<file path="src/rtl/npcm_pkg.sv">
package npcm_pkg;

    localparam int PALETTE_SIZE = 64;
    localparam int IDX_W        = $clog2(PALETTE_SIZE);
    localparam int CNT_W        = 7;
    localparam int COLOR_W      = 24;
    localparam int CHAN_W       = 8;
    localparam int ERR_W        = 18;
    localparam int SUM_W        = 48;
    localparam int CFG_IDX_W    = 2;

    localparam logic [CNT_W-1:0]   RESET_ENTRIES   = 7'd64;
    localparam logic [COLOR_W-1:0] RESET_KEY_COLOR = 24'hFF00FF;
    localparam logic               RESET_KEY_EN    = 1'b1;
    localparam logic [SUM_W-1:0]   SUM_MAX         = {SUM_W{1'b1}};

    typedef enum logic [CFG_IDX_W-1:0] {
        CFG_ENTRIES_IN_USE = 2'd0,
        CFG_KEY_COLOR      = 2'd1,
        CFG_KEY_ENABLE     = 2'd2
    } cfg_index_t;

    typedef enum logic {
        CMD_PALETTE_WRITE = 1'b0,
        CMD_PIXEL         = 1'b1
    } cmd_t;

    typedef struct packed {
        logic              cmd;
        logic [5:0]        entry_index;
        logic [CHAN_W-1:0] pixel_red;
        logic [CHAN_W-1:0] pixel_green;
        logic [CHAN_W-1:0] pixel_blue;
        logic              last_pixel;
    } in_item_t;

    typedef struct packed {
        logic [CHAN_W-1:0] out_red;
        logic [CHAN_W-1:0] out_green;
        logic [CHAN_W-1:0] out_blue;
        logic [5:0]        color_index;
        logic              skipped;
        logic [ERR_W-1:0]  pixel_error;
        logic [SUM_W-1:0]  total_error;
        logic              frame_end;
    } out_item_t;

    typedef struct packed {
        logic               valid;
        logic               is_pixel;
        logic [IDX_W-1:0]   entry_index;
        logic [COLOR_W-1:0] pix;
        logic               last;
        logic               skip;
        logic [COLOR_W-1:0] best_color;
        logic [IDX_W-1:0]   best_index;
        logic [ERR_W-1:0]   best_err;
    } chain_t;

    function automatic logic [2*CHAN_W-1:0] sq_diff(input logic [CHAN_W-1:0] a,
                                                    input logic [CHAN_W-1:0] b);
        logic [CHAN_W-1:0] d;
        d = (a > b) ? (a - b) : (b - a);
        return d * d;
    endfunction

endpackage

</file>
<file path="src/rtl/npcm_accum.sv">
module npcm_accum
    import npcm_pkg::*;
(
    input  logic      clk,
    input  logic      rst_n,
    input  logic      advance,
    input  chain_t    chain_in,
    output logic      out_valid,
    output out_item_t out_data
);

    logic [SUM_W-1:0] sum_reg;
    logic [SUM_W-1:0] sum_next;
    logic             valid_reg;
    logic             valid_next;
    out_item_t        data_reg;
    out_item_t        data_next;
    logic [SUM_W:0]   sum_wide;
    logic [SUM_W-1:0] sum_sat;
    logic             is_result;

    always_comb
    begin
        is_result = chain_in.valid && chain_in.is_pixel;
        sum_wide  = {1'b0, sum_reg} + {{(SUM_W+1-ERR_W){1'b0}}, chain_in.best_err};
        sum_sat   = sum_wide[SUM_W] ? SUM_MAX : sum_wide[SUM_W-1:0];
    end

    always_comb
    begin
        valid_next = is_result;
        sum_next   = sum_reg;
        if (is_result)
        begin
            sum_next = chain_in.last ? '0 : sum_sat;
        end
        data_next.out_red     = chain_in.skip ? chain_in.pix[23:16] : chain_in.best_color[23:16];
        data_next.out_green   = chain_in.skip ? chain_in.pix[15:8] : chain_in.best_color[15:8];
        data_next.out_blue    = chain_in.skip ? chain_in.pix[7:0] : chain_in.best_color[7:0];
        data_next.color_index = 6'(chain_in.best_index);
        data_next.skipped     = chain_in.skip;
        data_next.pixel_error = chain_in.best_err;
        data_next.total_error = sum_sat;
        data_next.frame_end   = chain_in.last;
    end

    always_ff @(posedge clk or negedge rst_n)
    begin
        if (!rst_n)
        begin
            sum_reg   <= '0;
            valid_reg <= 1'b0;
        end
        else if (advance)
        begin
            sum_reg   <= sum_next;
            valid_reg <= valid_next;
        end
    end

    always_ff @(posedge clk)
    begin
        if (advance && is_result)
        begin
            data_reg <= data_next;
        end
    end

    assign out_valid = valid_reg;
    assign out_data  = data_reg;

endmodule

</file>
<file path="config.mk">
export PLATFORM = sky130hd
export DESIGN_NAME = npcm_accum
export DESIGN_NICKNAME = d
export VERILOG_FILES = /design/src/rtl/npcm_pkg.sv /design/src/rtl/npcm_accum.sv
export SDC_FILE = /design/constraint.sdc
export NUM_CORES = 1
export LEC_CHECK = 0
export BUFFER_PORTS_ARGS = -buffer_cell sky130_fd_sc_hd__buf_2
export CAP_MARGIN = 25
export CORE_AREA = 2 2 149 151
export DETAILED_ROUTE_END_ITERATION = 6
export DIE_AREA = 0 0 151 153
export PLACE_DENSITY = 0.64
export SLEW_MARGIN = 20
export SYNTH_ARGS = -nofsm -noshare
export SYNTH_HDL_FRONTEND = slang
export SYNTH_SLANG_ARGS = --single-unit
</file>
<file path="constraint.sdc">
create_clock -name clk -period 2.8 [get_ports clk]
set_input_delay 0.14 -clock clk [delete_from_list [all_inputs] [get_ports clk]]
set_output_delay 0.14 -clock clk [all_outputs]
set_load 0.03 [all_outputs]
</file>
# Yosys cells after proc, flatten, opt, wreduce, memory -nomap -nowiden
# Cells that the tools add are included.
# classes
addsub	1
n_mux	5
reduce_logical	3
# op_table
operator	count
$mux W48	2
$add A48 B18 Y49	1
$mux W8	3
$logic_and A1 B1 Y1	2
$reduce_and A2 Y1	1
# word_totals
register_bits	147
in_bits	85
wordCells	19

# Logic depth before layout (Yosys ltp)
# Gate-level depths: netlist of the first run.
# depth
word_depth	3
depth_mapped	11

# Worst setup path after synthesis of the first run
# Ideal clock, no wire load.
# synth_path
path_kind	input to register
startpoint	input port advance
endpoint	register sum_reg[19]
setup_time_ns	0.119
arrival_time_ns	3.929
required_time_ns	2.681
slack_ns	-1.248
path_stages	6
n_path_buf	2
path_cell_list	nand3_1 -> inv_1 -> clkbuf_1 -> clkbuf_1 -> a21oi_1 -> a21oi_1
# synth_between
elab_chain_cells	1
# synth_rtl
element	line_no	rtl
from (decl)	npcm_accum.sv:6	input logic advance,
$reduce_and A2 Y1 (no line)	--	
to (signal assigned)	npcm_accum.sv:56	sum_reg <= sum_next;
to (decl)	npcm_accum.sv:12	logic [SUM_W-1:0] sum_reg;
# No other way between the ends.
# A chain may end at the register's enable or synchronous reset.

==> summary by stage, run 1 <==
Clock network
After clock tree synthesis, the clock-pin slew on the worst setup and hold paths is 0.07 ns. The later-pin clock latency in the skew report is 0.43 ns. The number of buffers created by CTS is 17. The clock drives 147 sinks. TritonCTS built the clock tree. The H-tree generated during clock tree synthesis spans 4 levels. The clock passes through at most 2 buffers. Clock tree synthesis selected as its root buffer the cell sky130_fd_sc_hd__clkbuf_16.

Place
The number of cells after detailed placement is approximately 1100. Routability-driven placement finished with a final weighted congestion of 0.8662. The placed wire-length estimate after detailed placement is ~14000 um. The count of buffers added on input and output ports is approximately 180.

Timing
Derived from the worst setup path, the maximum achievable clock frequency is 366.3 MHz. In the finished design, the share of the clock period the worst path needs comes to 0.9750. The final hold violation count is 0. Measured against its own limit, the worst slew margin works out to 0.5452.

The count of pins over their slew limit came to 0. The final worst clock skew is about 0.0080 ns. The worst path in the final design needs a cycle of between 2 and 3 ns, including I/O delays and setup. The final number of setup-violating endpoints is 0. Setup repair after global routing could not meet its margin everywhere. The worst-margin pin slew is 0.6822 ns.

In the final timing run, aggregate negative setup slack is 0 ns.

Final layout
The post-route non-filler standard cell count is roughly 1200. The repair_antennas step left the layout with diodes totalling 0. The register with the most flip-flops in the layout has 98 of them. In the final layout, the share of cells above drive strength 1 is 0.3790. At the end of the flow, the number of nets in the layout was approximately 1000. The number of fillers in the final layout is 1992. Relative to the synthesized area, the layout overhead comes to 37.76%.

Synthesis
The number of synthesized flops with an enable pin is 98. The area fraction in compound gates after synthesis is 0.1877. Of the total synthesized cell area, the portion taken by full adders, half adders and majority gates is 0.03320.

The mux cell area share after synthesis is 0.03812. In this run, distinct cell masters in the synthesized netlist total about 60. Dividing the synthesized area by the synthesized cell count gives about 12 sq um.

Of the total synthesized cell area, the portion taken by AND, OR, NAND and NOR gates is 0.1143. Of the total synthesized cell area, the portion taken by XOR and XNOR cells is 0.02965. Of the synthesized area, sequential elements account for 0.5645. Yosys attributes the largest share of cell area to sky130_fd_sc_hd__edfxtp_1, sky130_fd_sc_hd__dfrtp_1, sky130_fd_sc_hd__mux2_2. Yosys printed 0 warnings. The predominant post-synthesis flop cell is sky130_fd_sc_hd__edfxtp_1. The post-synthesis instance area is around 7400 sq um. The instance count of the mapped netlist is 641.

The dominant cell by count in the synthesized netlist is sky130_fd_sc_hd__edfxtp_1. By area, the combinational part of the netlist is dominated by compound AO/OA/AOI/OAI gates. The fraction of synthesis flops using an asynchronous set or reset pin is 0.3333.

The number of nets handed over by synthesis was 745. The proportion of netlist area held by the largest area contributor is 0.3984. Sorting the synthesized cells by how often they occur yields sky130_fd_sc_hd__edfxtp_1, sky130_fd_sc_hd__nand2_1, sky130_fd_sc_hd__dfrtp_1.

The synthesized design spends more area on one cell type than any other, namely sky130_fd_sc_hd__edfxtp_1. After synthesis the netlist holds a flip-flop and latch count of 147.

Die
The number of cell rows is 54. The area of the core is approximately 21000 sq um. The effective utilization at floorplan is 0.3438.

The die covers roughly 23000 sq um. In this run the vertical extent of the chip is roughly 150 um. The die extent in x is approximately 150 um. approximately 180 I/O pins were placed.

Routing
The detailed router placed slightly above 6000 vias in this run. Once detail routing completed, the nets flagged for antenna violations numbered 0. The via density per instance is about 5.2. The DRC violation count after routing is 0. After the first detailed-routing iteration, the DRC count stood at approximately 420. Wires add up to 20320 um. Dividing the detail-routed wire length by the instance count gives between 15 and 20 um. The pre-antenna-repair detailed-routing pass consisted of 5 iterations.

Critical path
The worst setup path is of the flip-flop to flip-flop kind. The required time at the endpoint of the critical path is 2.98 ns. The number of cells on the worst reg-to-reg path is 10. The signal on the critical path passes through ha_1 > a21oi_2 > nand4b_1 > a31o_2 > a211o_4 > buf_6 > a211oi_4 > buf_6 > xnor2_2 > nand2_1. STA classifies the critical path startpoint as a flip-flop. The endpoint class of the critical path is a flip-flop. The endpoint identified for the worst register-to-register timing path is out_data[27]$_DFFE_PP_. Of all nets on the critical path, the largest fanout is 6.

The arrival time at the worst endpoint is 2.91 ns. The minimum setup slack among reg-to-reg paths is around 0.07 ns. The biggest cell delay along the critical path is about 0.4 ns. Among all stages on the critical path, the largest delay is contributed by sky130_fd_sc_hd__dfrtp_1. The cell seen most often among critical-path stages is sky130_fd_sc_hd__buf_6. The startpoint identified for the worst register-to-register timing path is sum_reg[2]$_DFFE_PN0P_.

Worst hold path
In this run the worst hold path is classified as input pin to flip-flop. The startpoint identified for the worst hold timing path is chain_in[28]. The cell count of the worst hold path is 2.

The path with the worst hold slack has its endpoint at out_data[78]$_DFFE_PP_.

Global route
The initial antenna violation count is 0. The number of global-route vias before repair was 6091. The first global-routing pass estimated 31420 um of wire. For this run the aggregate overflow at the end of global routing stands at 0. Entering global routing, the biggest net connects 71 pins. The global routing usage summed across all routing layers is 0.1740.

Power and ir drop
The share of total power dissipated in sequential elements is 0.384. The internal power of the cells totals 0.004751 W. The leakage power is approximately 4.3 nW. Of the total power, the clock network draws 0.355. The share of total power dissipated in combinational logic is 0.260.

Summed over all nets, the switching power comes to around 0.0021 W. Of the total power, the share spent switching nets is 0.3055. The power density of the placed cells is 672.3 nW/um^2.

The peak ir drop on the vdd network is 0.4294 mV.

Job
The tool flagged a number of max-cap violations equal to 0.

Status
The flow ran to the end, and the final reports show no timing, DRC or antenna violations.
[power by group through the flow]
stage          Sequential, W  Combinational (W)  Clock (W)
3_3_place_gp         0.00266            0.00160          0
3_5_place_dp         0.00266            0.00162          0
5_1_grt              0.00265            0.00195    0.00258
4_1_cts              0.00262            0.00168    0.00249
6_report             0.00263            0.00178    0.00243
2_1_floorplan        0.00282           0.000894          0
[cell families after synthesis]
group	count (synthesis)
AO/OA/AOI/OAI	198
XOR/XNOR	25
adder cells (fa/ha/maj)	19
buffers and inverters	58
flip-flops	147
multiplexers	25
AND/OR/NAND/NOR	169
[area by class of cell]
type	count	area [sq um]	share of cell area
clock buffers	17	425.4	0.04181
multi-input cells	436	3189	0.3135
flip-flops and latches	147	4169	0.4097
well taps	280	350.3	0.03443
clock inverters	15	198.9	0.01955
repair buffers	276	1757	0.1727
inverters	22	85.08	0.008362
[metal layers]
layer	routed length, um	GRT usage
met5	0	0
met4	470	0.06631
met2	9370	0.2842
met3	1301	0.03582
met1	9174	0.2269
[cells in the final DEF, fill, tap and decap left out, drive strengths merged, types with 5 or more instances in the layout]
cell / n
mux2: 25
a31o: 5
a211oi: 15
a41oi: 5
dlygate4sd3: 29
nand2: 60
and4: 8
dfrtp: 49
nor2: 30
o2111ai: 6
edfxtp: 98
a21o: 14
ha: 18
nand4: 6
a21oi: 38
inv: 27
buf: 247
or3: 8
nor3: 12
o21ai: 38
and2: 6
clkbuf: 17
a31oi: 13
clkinv: 7
xnor2: 21
nand3: 14
a22o: 19
and3: 10
[what timing repair did]
action	CTS	global route
hold buffers	29	0
buffers inserted	0	2
endpoints found under the setup margin	11	85
gates resized for setup	9	33
hold endpoints to repair	77	0
pin swaps	1	7
[metrics by stage]
stage               instance area [sq um]    util  hold slack, ns  total power (W)  setup slack [ns]
floorplan                            7388       -         -0.1556         0.003712           0.05359
global placement                     9020  0.4198          0.3167         0.004263           -0.2792
detailed placement                   9025  0.4200          0.3211         0.004280          -0.06500
CTS                                  9971  0.4641       0.0005402         0.006792          0.005351
global route                        10170  0.4736        0.004476         0.007182          -0.04294
finish                              10170  0.4736         0.01490         0.006841           0.07003
[critical path: cells and delay by family (launching register included)]
family	cells	cell delay [ns]
AO/OA/AOI/OAI	4	1.03
XOR/XNOR	1	0.10
adder cells (fa/ha/maj)	1	0.35
AND/OR/NAND/NOR	2	0.31
flip-flops	1	0.39
buffers and inverters	2	0.30
[worst max-delay path by stage]
stage | cells after the start | startpoint | end | slack (ns)
floorplan | 10 | sum_reg[7]$_DFFE_PN0P_ | out_data[31]$_DFFE_PP_ | 0.05
global placement | 8 | sum_reg[8]$_DFFE_PN0P_ | sum_reg[43]$_DFFE_PN0P_ | -0.28
detailed placement | 11 | sum_reg[0]$_DFFE_PN0P_ | out_data[27]$_DFFE_PP_ | -0.06
CTS | 12 | chain_in[15] | sum_reg[9]$_DFFE_PN0P_ | 0.005
global route | 11 | sum_reg[0]$_DFFE_PN0P_ | out_data[27]$_DFFE_PP_ | -0.04
finish | 10 | sum_reg[2]$_DFFE_PN0P_ | out_data[27]$_DFFE_PP_ | 0.07
Note: power is estimated with default switching activity, not from simulation.
==> run 2: changes to the inputs <==
CORE_AREA = 2 2 126 128   (was 2 2 149 151)
DIE_AREA = 0 0 128 130   (was 0 0 151 153)
PLACE_DENSITY = 0.83   (was 0.64)
==> summary by stage, run 2 (synthesis gave the netlist of run 1 again) <==
Status
Run status: finished, final reports clean (unchanged).

Die
The die extent in x is 128 um (was 151 um). The count of pins on the block boundary came to 184 (unchanged). The number of cell rows was 46 (was 54). The area of the core came to 15420 sq um (was 21490 sq um).

The vertical die dimension was 130 um (was 153 um). The die footprint is 16640 sq um (was 23100 sq um). The effective utilization at floorplan is 0.4788 (was 0.3438).

Place
The number of buffer cells added on primary ports is 177 (unchanged). The routability congestion estimate is 0.9210 (was 0.8662). The minimum setup slack after placement is -0.04093 ns (was -0.06500 ns). The placement-stage cell area is 8792 sq um (was 9025 sq um).

The placed wire-length estimate after detailed placement was 12850 um (was 13990 um).

Critical path
The category of the most critical setup path is flip-flop to flip-flop (unchanged). The minimum setup slack among reg-to-reg paths is 0.09 ns (was 0.07 ns). The top fanout value on the critical path came to 3 (was 6). Ordered list of cells on the worst path: ha_4 > fa_2 > a21oi_2 > nand4b_1 > buf_4 > a21oi_2 > buf_4 > o31a_1 > or3_1 > a21o_1 > a22o_1 (was ha_1 > a21oi_2 > nand4b_1 > a31o_2 > a211o_4 > buf_6 > a211oi_4 > buf_6 > xnor2_2 > nand2_1). The biggest cell delay along the critical path was 0.41 ns (was 0.39 ns). The launching element type of the critical path is a flip-flop (unchanged). The required time at the endpoint of the critical path is 3.12 ns (was 2.98 ns). The endpoint class of the critical path is a flip-flop (unchanged). The arrival time at the worst endpoint is 3.02 ns (was 2.91 ns). The critical-path cell with the highest stage delay is sky130_fd_sc_hd__dfrtp_1 (unchanged).

Timing
The part of the cycle the worst path needs came to 0.9669 (was 0.9750). The post-layout minimum cycle time is 2.707 ns (was 2.730 ns). The minimum hold slack was 0.01737 ns (was 0.01490 ns). The final hold violation count was 0 (unchanged). The final number of setup-violating endpoints is 0 (unchanged). The maximum clock frequency is 369.4 MHz (was 366.3 MHz). The post-layout worst setup margin came to 0.09277 ns (was 0.07003 ns).

The count of pins over their slew limit came to 0 (unchanged). The final worst clock skew is 0.009132 ns (was 0.007957 ns). The worst max-slew margin expressed relative to the limit is 0.3868 (was 0.5452). The worst-margin pin slew is 0.9198 ns (was 0.6822 ns).

Routing
The post-route antenna net violation count was 0 (unchanged). The detailed-routing iteration count for the pre-antenna-repair pass is 5 (unchanged). The total number of vias was 6211 (was 6215). The total wire length was 19010 um (was 20320 um). The via density per instance is 5.709 (was 5.210). The initial DRC count is 368 (was 424). The per-cell routed wire length is 17.48 um (was 17.03 um).

The DRC violation count after routing was 0 (unchanged).

Clock network
The total clock sinks is 147 (unchanged). The number of buffers created by CTS is 17 (unchanged). The H-tree depth came to 4 (unchanged).

The master cell of the clock root buffer is sky130_fd_sc_hd__clkbuf_16 (unchanged). The maximum buffer depth of the clock tree is 2 (unchanged). The TritonCTS clock tree is yes (unchanged). The later-pin clock latency in the skew report is 0.43 ns (about the same). The clock transition time at the flip-flop clock pins of the worst setup and hold paths came to 0.06 ns (was 0.07 ns).

Power and ir drop
The relative contribution of the clock network to total power is 0.347 (was 0.355). The peak ir drop on the vdd network was 0.3908 mV (was 0.4294 mV). The leakage power is 4.143 nW (was 4.280 nW). The switching power is 0.001929 W (was 0.002090 W).

The internal power of the cells is 0.004643 W (was 0.004751 W). The overall power was 0.006572 W (was 0.006841 W). The switching share of power is 0.2935 (was 0.3055). The power share of the combinational group was 0.252 (was 0.260). The power density of the placed cells is 671.7 nW/um^2 (was 672.3 nW/um^2). The register share of total power is 0.401 (was 0.384).

Worst hold path
The worst hold path class is input pin to flip-flop (unchanged).

Global route
The initial antenna violation count came to 0 (unchanged). The wire length of the first global-routing pass is 29770 um (was 31420 um). The number of global-route vias before repair is 6006 (was 6091). The global routing usage summed across all routing layers is 0.2296 (was 0.1740).

The final global-route overflow total is 0 (unchanged). The pin count of the biggest net entering global routing is 82 (was 71).

Final layout
The commonest non-fill, non-tap cell in the layout is sky130_fd_sc_hd__buf_2 (unchanged). The total number of nets in the final design came to 987 (was 1004). The flip-flop count of the largest register, all copies and words added came to 98 (unchanged).

The share of cells above drive strength 1 is 0.3605 (was 0.3790). The relative area change from synthesis to final layout is 32.46% (was 37.76%). The final core utilization is 0.6342 (was 0.4736). The number of inserted diodes is 0 (unchanged). Most used cells in the layout excluding fill and tap cells: sky130_fd_sc_hd__buf_2, sky130_fd_sc_hd__edfxtp_1, sky130_fd_sc_hd__nand2_1 (was sky130_fd_sc_hd__buf_2, sky130_fd_sc_hd__edfxtp_1, sky130_fd_sc_hd__buf_4). The number of fillers in the final layout is 1215 (was 1992). The final non-filler cell area came to 9783 sq um (was 10170 sq um).

Job
The total of max-cap violations came to 0 (unchanged).
-- run 2: cell count changes in the layout (fill, tap and decap cells not counted), sizes merged --
cell         change
buf             -14
clkbuf           +1
clkinv           +1
clkinvlp         +2
dlygate4sd3      -3
inv              -4
-- run 2: cell type report --
cell class | count | area, sq um | area share
Multi-Input combinational cell | 436 | 3087 | 0.3155
Inverter | 22 | 85.08 | 0.008697
Sequential cell | 147 | 4169 | 0.4261
Timing Repair Buffer | 259 | 1612 | 0.1647
Clock buffer | 18 | 429.2 | 0.04387
Clock inverter | 14 | 161.4 | 0.01650
Tap cell | 192 | 240.2 | 0.02456
-- run 2: timing repair --
item,4_1_cts,5_1_grt
setup endpoints to repair,5,69
hold endpoints to repair,60,0
gates resized for setup,3,28
hold buffers,26,0
pin swaps,0,5
buffers inserted,0,3
-- run 2: power by group through the flow --
stage / clock network (W) / registers [W] / logic, W
4_1_cts: 0.00233 / 0.00263 / 0.00158
5_1_grt: 0.00242 / 0.00265 / 0.00182
6_report: 0.00228 / 0.00263 / 0.00166
3_3_place_gp: 0 / 0.00266 / 0.00151
2_1_floorplan: 0 / 0.00282 / 0.000894
3_5_place_dp: 0 / 0.00266 / 0.00154
-- run 2: metal layers --
| metal | share of wire | up-vias | GRT usage |
|---|---|---|---|
| met3 | 0.066 | 21 | 0.04346 |
| met1 | 0.43 | 2998 | 0.2929 |
| met2 | 0.49 | 254 | 0.3951 |
| li1 | - | 2938 | - |
| met5 | 0 | - | 0 |
| met4 | 0.016 | 0 | 0.08145 |
-- run 2: worst paths after layout --
path / end / cells after the start / from
max: sum_reg[12]$_DFFE_PN0P_ / 11 / sum_reg[0]$_DFFE_PN0P_
min: out_data[76]$_DFFE_PP_ / 2 / chain_in[26]
max reg2reg: sum_reg[12]$_DFFE_PN0P_ / 11 / sum_reg[0]$_DFFE_PN0P_
min reg2reg: sum_reg[17]$_DFFE_PN0P_ / 1 / sum_reg[17]$_DFFE_PN0P_
max in group asynchronous: sum_reg[8]$_DFFE_PN0P_ / 3 / rst_n
min in group asynchronous: sum_reg[43]$_DFFE_PN0P_ / 2 / rst_n
-- run 2: worst max-delay path: cells and delay by family, from the launching register on --
family	cells	cell delay (ns)
buf+inv	2	0.29
flops	1	0.41
fa+ha+maj	2	0.54
simple gates	2	0.47
compound gates	5	0.90
-- run 2: stage by stage --
step / TNS [ns] / std cells
floorplan: 0 / 641
global placement: 0 / 1027
detailed placement: -0.04505 / 1027
CTS: -0.04733 / 1085
global route: -0.01342 / 1088
finish: 0 / 1088
