File: config.mk
export PLATFORM = sky130hd
export DESIGN_NAME = npcm_cell
export DESIGN_NICKNAME = d
export VERILOG_FILES = /design/src/rtl/npcm_pkg.sv /design/src/rtl/npcm_cell.sv
export SDC_FILE = /design/constraint.sdc
export NUM_CORES = 1
export LEC_CHECK = 0
export ABC_CLOCK_PERIOD_IN_PS = 13800
export BUFFER_PORTS_ARGS = -buffer_cell sky130_fd_sc_hd__buf_2
export CAP_MARGIN = 5
export CORE_ASPECT_RATIO = 0.6
export CORE_MARGIN = 5
export CORE_UTILIZATION = 31
export CTS_BUF_LIST = sky130_fd_sc_hd__clkbuf_4 sky130_fd_sc_hd__clkbuf_8 sky130_fd_sc_hd__clkbuf_16
export CTS_CLUSTER_SIZE = 40
export DETAILED_ROUTE_END_ITERATION = 10
export PLACE_DENSITY = 0.5
export SETUP_SLACK_MARGIN = 0.2
export SYNTH_ARGS = -nofsm -noshare
export SYNTH_HDL_FRONTEND = slang
export SYNTH_SLANG_ARGS = --single-unit
File: constraint.sdc
create_clock -name clk -period 13.8 [get_ports clk]
set_input_delay 1.38 -clock clk [delete_from_list [all_inputs] [get_ports clk]]
set_output_delay 1.38 -clock clk [all_outputs]
set_load 0.05 [all_outputs]
File: src/rtl/npcm_pkg.sv
package npcm_pkg;

    localparam int PALETTE_SIZE = 64;
    localparam int IDX_W        = $clog2(PALETTE_SIZE);
    localparam int CNT_W        = 7;
    localparam int COLOR_W      = 24;
    localparam int CHAN_W       = 8;
    localparam int ERR_W        = 18;
    localparam int SUM_W        = 48;
    localparam int CFG_IDX_W    = 2;

    localparam logic [CNT_W-1:0]   RESET_ENTRIES   = 7'd64;
    localparam logic [COLOR_W-1:0] RESET_KEY_COLOR = 24'hFF00FF;
    localparam logic               RESET_KEY_EN    = 1'b1;
    localparam logic [SUM_W-1:0]   SUM_MAX         = {SUM_W{1'b1}};

    typedef enum logic [CFG_IDX_W-1:0] {
        CFG_ENTRIES_IN_USE = 2'd0,
        CFG_KEY_COLOR      = 2'd1,
        CFG_KEY_ENABLE     = 2'd2
    } cfg_index_t;

    typedef enum logic {
        CMD_PALETTE_WRITE = 1'b0,
        CMD_PIXEL         = 1'b1
    } cmd_t;

    typedef struct packed {
        logic              cmd;
        logic [5:0]        entry_index;
        logic [CHAN_W-1:0] pixel_red;
        logic [CHAN_W-1:0] pixel_green;
        logic [CHAN_W-1:0] pixel_blue;
        logic              last_pixel;
    } in_item_t;

    typedef struct packed {
        logic [CHAN_W-1:0] out_red;
        logic [CHAN_W-1:0] out_green;
        logic [CHAN_W-1:0] out_blue;
        logic [5:0]        color_index;
        logic              skipped;
        logic [ERR_W-1:0]  pixel_error;
        logic [SUM_W-1:0]  total_error;
        logic              frame_end;
    } out_item_t;

    typedef struct packed {
        logic               valid;
        logic               is_pixel;
        logic [IDX_W-1:0]   entry_index;
        logic [COLOR_W-1:0] pix;
        logic               last;
        logic               skip;
        logic [COLOR_W-1:0] best_color;
        logic [IDX_W-1:0]   best_index;
        logic [ERR_W-1:0]   best_err;
    } chain_t;

    function automatic logic [2*CHAN_W-1:0] sq_diff(input logic [CHAN_W-1:0] a,
                                                    input logic [CHAN_W-1:0] b);
        logic [CHAN_W-1:0] d;
        d = (a > b) ? (a - b) : (b - a);
        return d * d;
    endfunction

endpackage

File: src/rtl/npcm_cell.sv
module npcm_cell
    import npcm_pkg::*;
(
    input  logic             clk,
    input  logic             rst_n,
    input  logic             advance,
    input  logic [IDX_W-1:0] cell_id,
    input  logic [CNT_W-1:0] entries_in_use,
    input  chain_t           chain_in,
    output chain_t           chain_out
);

    logic [COLOR_W-1:0] entry_reg;
    logic [COLOR_W-1:0] entry_next;
    chain_t             stage_reg;
    chain_t             stage_next;
    logic [ERR_W-1:0]   sq_sum;
    logic               active;
    logic               take;

    always_comb
    begin
        sq_sum = ERR_W'(sq_diff(chain_in.pix[23:16], entry_reg[23:16]))
               + ERR_W'(sq_diff(chain_in.pix[15:8], entry_reg[15:8]))
               + ERR_W'(sq_diff(chain_in.pix[7:0], entry_reg[7:0]));
        active = (cell_id == '0) || ({1'b0, cell_id} < entries_in_use);
        take = chain_in.valid && chain_in.is_pixel && !chain_in.skip && active
            && ((cell_id == '0) || (sq_sum < chain_in.best_err));
    end

    always_comb
    begin
        stage_next = chain_in;
        if (take)
        begin
            stage_next.best_color = entry_reg;
            stage_next.best_index = cell_id;
            stage_next.best_err   = sq_sum;
        end
    end

    always_comb
    begin
        entry_next = entry_reg;
        if (chain_in.valid && !chain_in.is_pixel && (chain_in.entry_index == cell_id))
        begin
            entry_next = chain_in.pix;
        end
    end

    always_ff @(posedge clk)
    begin
        if (advance)
        begin
            entry_reg <= entry_next;
        end
    end

    always_ff @(posedge clk or negedge rst_n)
    begin
        if (!rst_n)
        begin
            stage_reg <= '0;
        end
        else if (advance)
        begin
            stage_reg <= stage_next;
        end
    end

    assign chain_out = stage_reg;

endmodule

-- Word-level counts from Yosys, hierarchy flattened
Index checks and enable logic that the tools add are counted.
- register bits: 106
- input port bits: 98
- $add $sub $neg: 8
- multipliers: 3
- $lt $le $gt $ge: 5
- equal/unequal tests: 1
- multiplexer cells: 4
- reduce and logical (&&, ||, !) cells: 12
- operator list (operator ; count):
    $mul A8 B8 Y16 ; 3
    $mux W48 ; 1
    $sub A8 B8 Y8 ; 6
    $gt A8 B8 Y1 ; 3
    $mux W8 ; 3
    $add A17 B16 Y18 ; 1
    $lt A18 B18 Y1 ; 1
    $add A16 B16 Y17 ; 1
    $lt A6 B7 Y1 ; 1
    $eq A6 B6 Y1 ; 1
    $logic_and A1 B1 Y1 ; 6
    $logic_not A6 Y1 ; 1
    $logic_not A1 Y1 ; 2
    $logic_or A1 B1 Y1 ; 2
    $reduce_and A2 Y1 ; 1

-- Logic depth before layout (Yosys ltp)
Gate-level depths: netlist of the first run.
- word-level depth: 9
- depth in mapped cells: 43
- gate-level depth less buffers: 40

-- Least setup slack after synthesis of the first run
OpenSTA, ideal clock, no wires.
- path kind: in2reg
- from: input port chain_in[66] in the netlist's numbering
- to: register stage_reg, in the netlist chain_out[40]
- arrival time: 10.331 ns
- slack: 3.322 ns
- stages on the path: 40
- path through: inv_1 -> ha_1 -> inv_1 -> fa_1 -> a21o_1 -> a21oi_1 -> o22ai_1 -> o22a_1 -> buf_2 -> mux2i_1 -> xnor2_1 -> clkbuf_1 -> nor2_1 -> fa_1 -> fa_1 -> inv_1 -> fa_1 -> fa_1 -> (+4 left out) -> fa_1 -> inv_1 -> ha_1 -> o21ai_0 -> o21ai_0 -> a211oi_1 -> nor2_1 -> o41ai_1 -> xnor2_1 -> ha_1 -> a21o_1 -> a21o_1 -> a211oi_1 -> o21a_1 -> o2111ai_2 -> nand2_1 -> buf_2 -> a221oi_1
- longest elaborated chain between the ends: 9
- elaborated cells on any way between the ends: 11
- those cells by class: 4 x add/sub; 1 x mul; 2 x order compare; 2 x mux; 2 x reduce/logical
- ends and longest elaborated chain (what ; RTL line ; source):
    start, declared ; npcm_cell.sv:9 ; input chain_t chain_in,
    $sub A8 B8 Y8 or $gt A8 B8 Y1 (tied branches) ; npcm_pkg.sv:63 ; d = (a > b) ? (a - b) : (b - a);
    $mux W8 * ; npcm_pkg.sv:63 ;
    $mul A8 B8 Y16 * ; npcm_pkg.sv:64 ; return d * d;
    $add A16 B16 Y17 * ; npcm_cell.sv:24 ; + ERR_W'(sq_diff(chain_in.pix[15:8], entry_reg[15:8]))
    $add A17 B16 Y18 * ; npcm_cell.sv:25 ; + ERR_W'(sq_diff(chain_in.pix[7:0], entry_reg[7:0]));
    $lt A18 B18 Y1 * ; npcm_cell.sv:28 ; && ((cell_id == '0) || (sq_sum < chain_in.best_err));
    $logic_or A1 B1 Y1 * ; npcm_cell.sv:28 ;
    $logic_and A1 B1 Y1 * ; npcm_cell.sv:28 ;
    $mux W48 * ; npcm_cell.sv:34 ; if (take)
    end signal, assigned ; npcm_cell.sv:67 ; stage_reg <= stage_next;
    end, declared ; npcm_cell.sv:15 ; chain_t stage_reg;
Mark *: on every way between the ends. The rest lies on a longest branch, timed or not.
A chain may end at the register's enable or synchronous reset.

-- Worst setup path in the final report of the first run
- from: input port chain_in[66] in the netlist's numbering
- to: register stage_reg, in the netlist chain_out[32]
Same word-level chain as after synthesis.

==> metrics.md, run 1 <==
| Metric | Value |
|---|---|
| Most common cell after layout, fill and taps aside | inv_1 |
| Cell family with most CP delay | adder cells |
| Die area | 44700 um^2 |
| Synthesized area | 12600 um^2 |
| Post-synth EDFFs | 24 |
| Register area share after synthesis | 22.1% |
| Syn_nets | 1697 |
| Worst-case clock buffer depth | 2 |
| Buffer count from post-CTS setup fixing | 0 |
| Critical Path AT | 12.29 ns |
| Initial Util | 31.2% |
| Slowest cell on the critical path | xnor2_1 |
| Worst Path Class, Setup | input port to flop |
| CTS tree | yes |
| Grt total ovfl | 0 |
| Buf/Inv on CP | 8 |
| Most numerous cell on the critical path | fa_1 |
| Via count | 9561 |
| Mean Syn Cell Area | 9.55 um^2 |
| First-pass GRT wire length | 56200 um |
| Crit-path max cell delay | 0.81 ns |
| FMAX | 82.8 MHz |
| Asr flop ratio synth | 77.4% |
| Total wire length | 34300 um |
| FF+latch count, synth | 106 |
| GP Congestion | 0.838 |
| Layout cells sized above 1 | 18.4% |
| Critical path fanouts, max | 28 |
| HP Class | flop to flop |
| Final core occ | 35.8% |
| DR pass1 iterations | 5 |
| Post-synth top area share | 22.2% |
| Crit. End Element | flop |
| Post-route DRC | 0 |
| Clock Root Buffer | clkbuf_16 |
| Max reg flops | 82 |
| Vias per inst | 4.74 |
| Slew HR | 32.7% |
| GRT Util Overall | 15.5% |
| Antenna Nets Post-Route | 0 |
| Reg clk slew, reported paths | 0.08 ns |
| Vias in the first global route | 9834 |
| Setup skew after layout | 0.00856 ns |
| Fin crit share | 87.5% |
| CP startpoint kind | input port |
| DR WL/cell | 17.0 um |
| Number of hold buffers added after CTS | 0 |
| Minimum clock period | 12.07 ns |
| Layout Nets | 1863 |
| Setup_tns | 0 ns |
| Final Max Slew Viols | 0 |
| Pre-CTS WS | 1.40 ns |
| CTS Buf Count | 9 |
| Die height | 166 um |
| Row cnt | 57 |
| Buffers on Ports | 179 |
| Final hold violation count | 0 |
| Area growth syn-to-layout | 14.7% |
| H-tree depth | 3 |
| Syn Inst Count | 1314 |
| Fin worst setup slack | 1.73 ns |
| # IOs | 180 |
| Status | complete, no violations |
| Worst slew pin tran | 1.00 ns |
| Biggest area consumer among synthesized cells | fa_1 |
| Cts repair resizes | 0 |
| Clk_lat worst skew | 0.37 ns |
| Yosys warns | 0 |
| Final setup fails | 0 |
| Largest net degree at the start of global routing | 55 |
| Width of the die | 270 um |
| Core area | 40200 um^2 |
| TritonCTS Sinks | 106 |
| Ant diodes | 0 |
| Placed Cells | 2000 |
| Critical Path RT | 14.02 ns |
| Largest cells by area after synthesis | fa_1 (22%), dfrtp_1 (16%), ha_1 (15%), inv_1 (9.1%), edfxtp_1 (5.7%) |
| Starting DRT DRC Count | 572 |
| MaxCap Viol Count | 0 |
| Post-synth cell types | 68 |
| Primary FF master, synth | dfrtp_1 |
| Number of antenna violations at the first check in global routing | 1 |
| RSZ-0062 raised after global routing | no |
| Non-filler cells, final | 2016 |
| Most frequent cells in the layout | inv_1 (305), buf_2 (177), ha_1 (146) |
| Post-DP HPWL | 28500 um |
layer usage:
| layer | routed length [um] | GRT usage, % | up-vias |
|---|---|---|---|
| met5 | 0 | 0 | - |
| met4 | 375 | 2.59 | 0 |
| met1 | 18800 | 25.2 | 4688 |
| li1 | - | - | 4624 |
| met3 | 1600 | 2.69 | 20 |
| met2 | 13600 | 21.5 | 229 |
through the flow:
stage,cell area (um^2),hold WS [ns]
after floorplan,12600,0.520
after global placement,14100,0.484
after detailed placement,14100,0.492
after CTS,14400,0.510
after global routing,14400,0.523
final,14400,0.504
Yosys cell counts (3+ instances only):
cell and n:
o41ai_1 3, a211oi_1 18, nand2_1 40, and2_1 8
nor2b_1 10, buf_1 3, o211ai_1 7, clkbuf_1 24
o211a_1 3, dfrtp_1 82, a221oi_1 36, a21oi_1 46
and3_1 6, mux2i_1 15, a31oi_1 4, a21o_1 24
inv_1 305, o21ai_0 31, fa_1 139, nand2b_1 18
or3_1 7, mux2_2 41, o21bai_1 12, and4_1 5
edfxtp_1 24, xnor2_1 29, xor2_1 8, o21a_1 7
ha_1 146, nor3_1 9, nor2_1 124, buf_2 6
a221o_1 9, nand4_1 8, buf_6 3, nand3_1 7
o311ai_0 5, or2_2 5
kinds of logic (layout without fill, tap and decap cells):
logic type,count (synthesis),in the layout,synth area share (%)
buf+inv,343,514,10.5
fa+ha+maj,285,285,36.7
simple gates,257,257,9.70
compound gates,227,227,13.2
flops,106,106,22.1
mux,57,57,4.99
xor+xnor,39,39,2.84
worst reg2reg max path, delay by kind of cell, from the launching register on:
| kind | cells | cell delay [ns] |
|---|---|---|
| flip-flops | 1 | 0.36 |
| AO/OA/AOI/OAI | 15 | 3.74 |
| adder cells (fa/ha/maj) | 11 | 4.80 |
| buffers and inverters | 6 | 0.62 |
| AND/OR/NAND/NOR | 2 | 0.31 |
| multiplexers | 1 | 0.20 |
| XOR/XNOR | 2 | 1.05 |
final timing paths:
path	from	to	slack (ns)	cells past startpoint
min in group asynchronous	rst_n	chain_out[55]	0.94	1
worst min-delay path	chain_out[64]	chain_out[64]	0.50	1
worst max register to register	entry_reg[16]	chain_out[32]	2.54	37
max in group asynchronous	rst_n	chain_out[6]	11.71	2
worst max-delay path	chain_in[66]	chain_out[32]	1.73	39
worst min register to register	chain_out[64]	chain_out[64]	0.50	1
area by class of cell:
cell class	instances	area, um^2
Clock inverter	3	42.5
Tap cell	531	664
Sequential cell	106	2770
Multi-Input combinational cell	865	8480
Fill cell	4201	25800
Inverter	307	1150
Clock buffer	13	285
Timing Repair Buffer	191	991
Power of run 1 is not shown: default switching activity piles up to over one toggle a cycle in this logic, so the estimate is an artifact.
==> run 2: changes to the inputs <==
ABC_CLOCK_PERIOD_IN_PS = 10500   (was 13800)
PLACE_DENSITY = 0.52   (was 0.5)
SKIP_LAST_GASP = 1   (was unset)
clock period = 10.5 ns   (was 13.8 ns; I/O delays follow)
==> metrics.md, run 2 (synthesis gave the netlist of run 1 again) <==
| Metric | Value |
|---|---|
| Hold path startpoint | chain_out[76] |
| Clock Root Buffer | clkbuf_16 |
| Die height | 166 um (unchanged) |
| Status | complete, no violations |
| GRT Util Overall | 15.8% (+0.27 points) |
| Starting DRT DRC Count | 602 (+5.2%) |
| Max reg flops | 82 (unchanged) |
| DR WL/cell | 16.9 um (-0.94%) |
| Layout cells sized above 1 | 29.3% (+11 points) |
| GP Congestion | 0.861 (+2.8%) |
| Number of hold buffers added after CTS | 0 (unchanged) |
| CTS Buf Count | 9 (unchanged) |
| Worst-case clock buffer depth | 2 (unchanged) |
| H-tree depth | 3 (unchanged) |
| Post-route DRC | 0 (unchanged) |
| Total wire length | 36100 um (+5.2%) |
| Worst slew pin tran | 0.849 ns (-0.154 ns) |
| Die area | 44700 um^2 (unchanged) |
| Ant diodes | 0 (unchanged) |
| Final core occ | 39.3% (+3.5 points) |
| CTS tree | yes |
| Crit-path max cell delay | 0.59 ns (-0.22 ns) |
| Reg2reg start | entry_reg[13] |
| Most numerous cell on the critical path | fa_1 |
| TritonCTS Sinks | 106 (unchanged) |
| Cell family with most CP delay | adder cells |
| Row cnt | 57 (unchanged) |
| Clk_lat worst skew | 0.39 ns (+0.02 ns) |
| Layout Nets | 1987 (+6.7%) |
| Largest net degree at the start of global routing | 64 (+16%) |
| Most frequent cells in the layout | inv_1 (299), buf_2 (177), ha_1 (138) |
| # IOs | 180 (unchanged) |
| Vias per inst | 4.73 (-0.25%) |
| Min Hold Slack | 0.504 ns (-0.000239 ns) |
| Reg clk slew, reported paths | 0.08 ns (about the same) |
| Final setup fails | 0 (unchanged) |
| CP startpoint kind | input port |
| DR pass1 iterations | 5 (unchanged) |
| HP Class | flop to flop |
| Buffers on Ports | 179 (unchanged) |
| Minimum clock period | 9.98 ns |
| Setup_tns | 0 ns (unchanged) |
| Core area | 40200 um^2 (unchanged) |
| Critical path fanouts, max | 6 (-79%) |
| Final Max Slew Viols | 0 (unchanged) |
| Grt total ovfl | 0 (unchanged) |
| Initial Util | 31.2% (unchanged) |
| Fill count | 4076 (-3.0%) |
| First-pass GRT wire length | 57400 um (+2.2%) |
| FMAX | 100 MHz |
| Worst hold path depth | 1 (unchanged) |
| Vias in the first global route | 10394 (+5.7%) |
| Width of the die | 270 um (unchanged) |
| Pre-CTS WS | -0.452 ns (-1.85 ns) |
| Path depth of the worst reg2reg path | 37 (unchanged) |
| Slowest cell on the critical path | fa_1 |
| Slew HR | 43.4% (+11 points) |
| Via count | 10124 (+5.9%) |
| Number of antenna violations at the first check in global routing | 0 (-1) |
| Crit. End Element | flop |
| Most common cell after layout, fill and taps aside | inv_1 |
| Worst Path Class, Setup | input port to flop |
| Setup skew after layout | 0.0149 ns (+0.00635 ns) |
| Area growth syn-to-layout | 25.9% |
| Flop-to-flop setup slack | 0.94 ns (-1.60 ns) |
| Final hold violation count | 0 (unchanged) |
| Antenna Nets Post-Route | 0 (unchanged) |
| Worst reg2reg endpoint | chain_out[13] |
| Fin crit share | 95.0% |
| MaxCap Viol Count | 0 (unchanged) |
| Number of cells on the critical path | 40 (+2.6%) |
| Critical Path RT | 10.77 ns (-3.25 ns) |
| Hold EP | chain_out[76] |
| Critical Path AT | 10.24 ns (-2.05 ns) |
| Fin worst setup slack | 0.524 ns (-1.20 ns) |
| Buf/Inv on CP | 11 (+3) |
| RSZ-0062 raised after global routing | no |
| Post-DP HPWL | 29400 um (+3.3%) |
==> run 2: cell types whose count changed in the layout (fill, tap and decap cells not counted), moves of 6 or more <==
cell	delta
o21ai_1	+6
inv_2	+6
nor2_2	+6
o21ai_0	-11
nor2_1	-7
xnor2_1	-7
xnor2_2	+7
ha_1	-8
buf_4	+116
inv_1	-6
==> run 2: per-layer routing <==
layer  track usage [%]  up-vias  wire (um)
li1                  -     4881          -
met1              25.4     4956      19100
met2              22.2      262      14700
met3              3.03       25       1980
met4              2.33        0        294
met5                 0        -          0
==> run 2: final cells by class <==
class                           instances  area (um^2)  share of cell area [%]
Clock buffer                            9          225                    1.43
Clock inverter                          7         88.8                   0.562
Inverter                              307         1150                    7.29
Multi-Input combinational cell        865         8890                    56.3
Sequential cell                       106         2770                    17.5
Tap cell                              531          664                    4.20
Timing Repair Buffer                  315         2010                    12.7
==> run 2: repair_timing <==
item | in CTS | in global routing
endpoints found under the setup margin | 47 | 48
resized for setup | 6 | 89
gates cloned | 0 | 3
pin swaps | 0 | 61
buffers inserted | 1 | 17
==> run 2: worst max path at each step <==
stage,start,to,slack (ns)
2_1_floorplan,chain_in[66],chain_out[40],0.35
3_3_place_gp,chain_in[66],chain_out[37],-0.22
3_5_place_dp,chain_in[66],chain_out[25],-0.45
4_1_cts,chain_in[58],chain_out[16],0.21
5_1_grt,chain_in[58],chain_out[45],0.13
6_report,chain_in[58],chain_out[13],0.52
==> run 2: metrics by stage <==
stage / std cells / area (um^2)
after floorplan: 1314 / 12600
after global placement: 2103 / 14900
after detailed placement: 2103 / 14900
after CTS: 2120 / 15200
after global routing: 2140 / 15800
final: 2140 / 15800
Power of run 2 is left out for the same reason.
==> run 3: changes to the inputs <==
CELL_PAD_IN_SITES_DETAIL_PLACEMENT = 2   (was unset)
CELL_PAD_IN_SITES_GLOBAL_PLACEMENT = 2   (was unset)
PLACE_DENSITY = 0.75   (was 0.52)
==> metrics.md, run 3 (synthesis gave the netlist of run 1 again) <==
| Metric | Value |
|---|---|
| Row cnt | 57 (unchanged) |
| Clk_lat worst skew | 0.38 ns (about the same) |
| Largest net degree at the start of global routing | 59 (-7.8%) |
| Fin crit share | 100% (+5.3 points) |
| DR pass1 iterations | 5 (unchanged) |
| Post-DP HPWL | 36900 um (+25%) |
| Area growth syn-to-layout | 30.2% |
| Critical Path RT | 10.75 ns (-0.02 ns) |
| Worst-case clock buffer depth | 2 (unchanged) |
| Layout cells sized above 1 | 33.1% (+3.9 points) |
| CTS tree | yes |
| FMAX | 95.0 MHz (-5.2%) |
| Antenna Nets Post-Route | 0 (unchanged) |
| Clock Root Buffer | clkbuf_16 |
| Placed Cells | 2095 (-0.38%) |
| GRT Util Overall | 20.4% (+4.7 points) |
| Minimum clock period | 10.53 ns (+0.552 ns) |
| RSZ-0062 raised after global routing | yes |
| Final setup fails | 1 (+1) |
| Fin worst setup slack | -0.0276 ns (-0.552 ns) |
| Slew HR | 41.8% (-1.6 points) |
| Core area | 40200 um^2 (unchanged) |
| H-tree depth | 3 (unchanged) |
| Layout Nets | 2001 (+0.70%) |
| Flop-to-flop setup slack | 0.35 ns (-0.59 ns) |
| Final Max Slew Viols | 0 (unchanged) |
| Fill count | 4367 (+7.1%) |
| Number of hold buffers added after CTS | 0 (unchanged) |
| Grt total ovfl | 0 (unchanged) |
| Total wire length | 51600 um (+43%) |
| Reg area | 2770 um^2 (unchanged) |
| Critical Path AT | 10.78 ns (+0.54 ns) |
| HP Class | flop to flop |
| Final hold violation count | 0 (unchanged) |
| CP startpoint kind | input port |
| Hold path startpoint | chain_out[72] |
| MaxCap Viol Count | 0 (unchanged) |
| Cell area after layout | 16300 um^2 (+3.4%) |
| Worst slew pin tran | 0.873 ns (+0.0247 ns) |
| Worst Path Class, Setup | input port to flop |
| Starting DRT DRC Count | 497 (-17%) |
| Cell Area, Placed | 14800 um^2 (-0.40%) |
| Initial Util | 31.2% (unchanged) |
| Vias in the first global route | 12451 (+20%) |
| Crit-path max cell delay | 0.59 ns (about the same) |
| Hold EP | chain_out[72] |
| Critical path fanouts, max | 7 (+1) |
| Violated checks | negative setup slack |
| # IOs | 180 (unchanged) |
| GP Congestion | 0.868 (+0.79%) |
| Vias per inst | 5.07 (+7.2%) |
| Setup_tns | -0.0276 ns (-0.0276 ns) |
| First-pass GRT wire length | 72800 um (+27%) |
| Worst reg2reg endpoint | chain_out[42] |
| GRT met3 Usage | 3.16% (+0.13 points) |
| TritonCTS Sinks | 106 (unchanged) |
| Die height | 166 um (unchanged) |
| Crit. End Element | flop |
| Status | finished, violations left |
| Setup skew after layout | 0.0114 ns (-0.00348 ns) |
| Most frequent cells in the layout | inv_1 (290), buf_2 (176), ha_1 (134) |
| DR WL/cell | 23.9 um (+42%) |
| Slowest cell on the critical path | fa_1 |
| Non-filler cells, final | 2154 (+0.65%) |
| Via count | 10929 (+8.0%) |
| Post-route DRC | 0 (unchanged) |
| Grt met1 use | 28.3% (+3.0 points) |
| Top Usage Layer GRT | met2 |
| Path depth of the worst reg2reg path | 40 (+8.1%) |
| CTS Buf Count | 9 (unchanged) |
| Max reg flops | 82 (unchanged) |
| Most numerous cell on the critical path | fa_1 |
| Grt met2 use | 34.3% (+12 points) |
| Buffers on Ports | 179 (unchanged) |
| Most common cell after layout, fill and taps aside | inv_1 |
| Multi-input gate area | 9230 um^2 (+3.8%) |
| Width of the die | 270 um (unchanged) |
| Reg2reg start | entry_reg[16] |
| Ant diodes | 0 (unchanged) |
| Worst hold path depth | 1 (unchanged) |
| Die area | 44700 um^2 (unchanged) |
| Number of antenna violations at the first check in global routing | 1 (+1) |
| Reg clk slew, reported paths | 0.08 ns (about the same) |
-- run 3: changes by cell type in the layout (fill, tap and decap cells not counted), moves of 6 or more --
cell    delta
buf_6      +8
fa_1       -8
fa_2       +8
inv_1      -9
inv_2      +6
nor2_1     -7
nor2_2     +7
-- run 3: repair_timing --
item / CTS / global route
gates cloned: 2 / 3
pin swaps: 33 / 95
buffers inserted: 16 / 22
resized for setup: 61 / 123
endpoints found under the setup margin: 48 / 48
-- run 3: cell type report --
cell class	count	area share (%)
clock inverters	6	0.299
multi-input cells	865	56.5
well taps	531	4.07
clock buffers	10	1.42
flip-flops and latches	106	17.0
inverters	307	7.10
repair buffers	329	13.7
-- run 3: through the flow --
step	worst slack, ns	hold slack [ns]	util, %
6_report	-0.0276	0.506	40.6
5_1_grt	-0.264	0.523	40.6
4_1_cts	0.204	0.508	38.8
3_5_place_dp	-0.936	0.491	36.8
3_3_place_gp	-0.241	0.484	36.8
2_1_floorplan	0.352	0.520	-
-- run 3: worst max path at each step --
stage                            start            end  slack, ns  cells after the start
after floorplan           chain_in[66]  chain_out[40]       0.35                     40
after global placement    chain_in[66]  chain_out[38]      -0.24                     38
after detailed placement  chain_in[66]  chain_out[38]      -0.94                     41
final                     chain_in[66]  chain_out[42]      -0.03                     42
after global routing      chain_in[66]  chain_out[42]      -0.26                     43
after CTS                 chain_in[50]  chain_out[14]       0.20                     42
-- run 3: routing by layer --
metal | part of all wire [%] | routed length (um)
met1 | 45 | 23400
met2 | 49 | 25200
met3 | 4.3 | 2220
met4 | 1.6 | 809
met5 | 0.025 | 13
-- run 3: worst max-delay path: cells and delay by family --
kind / cells / cell delay [ns]
AND/OR/NAND/NOR: 3 / 0.35
buffers and inverters: 14 / 1.61
adder cells (fa/ha/maj): 11 / 4.84
XOR/XNOR: 2 / 0.37
multiplexers: 1 / 0.20
AO/OA/AOI/OAI: 11 / 2.33
Power of run 3 is left out for the same reason.
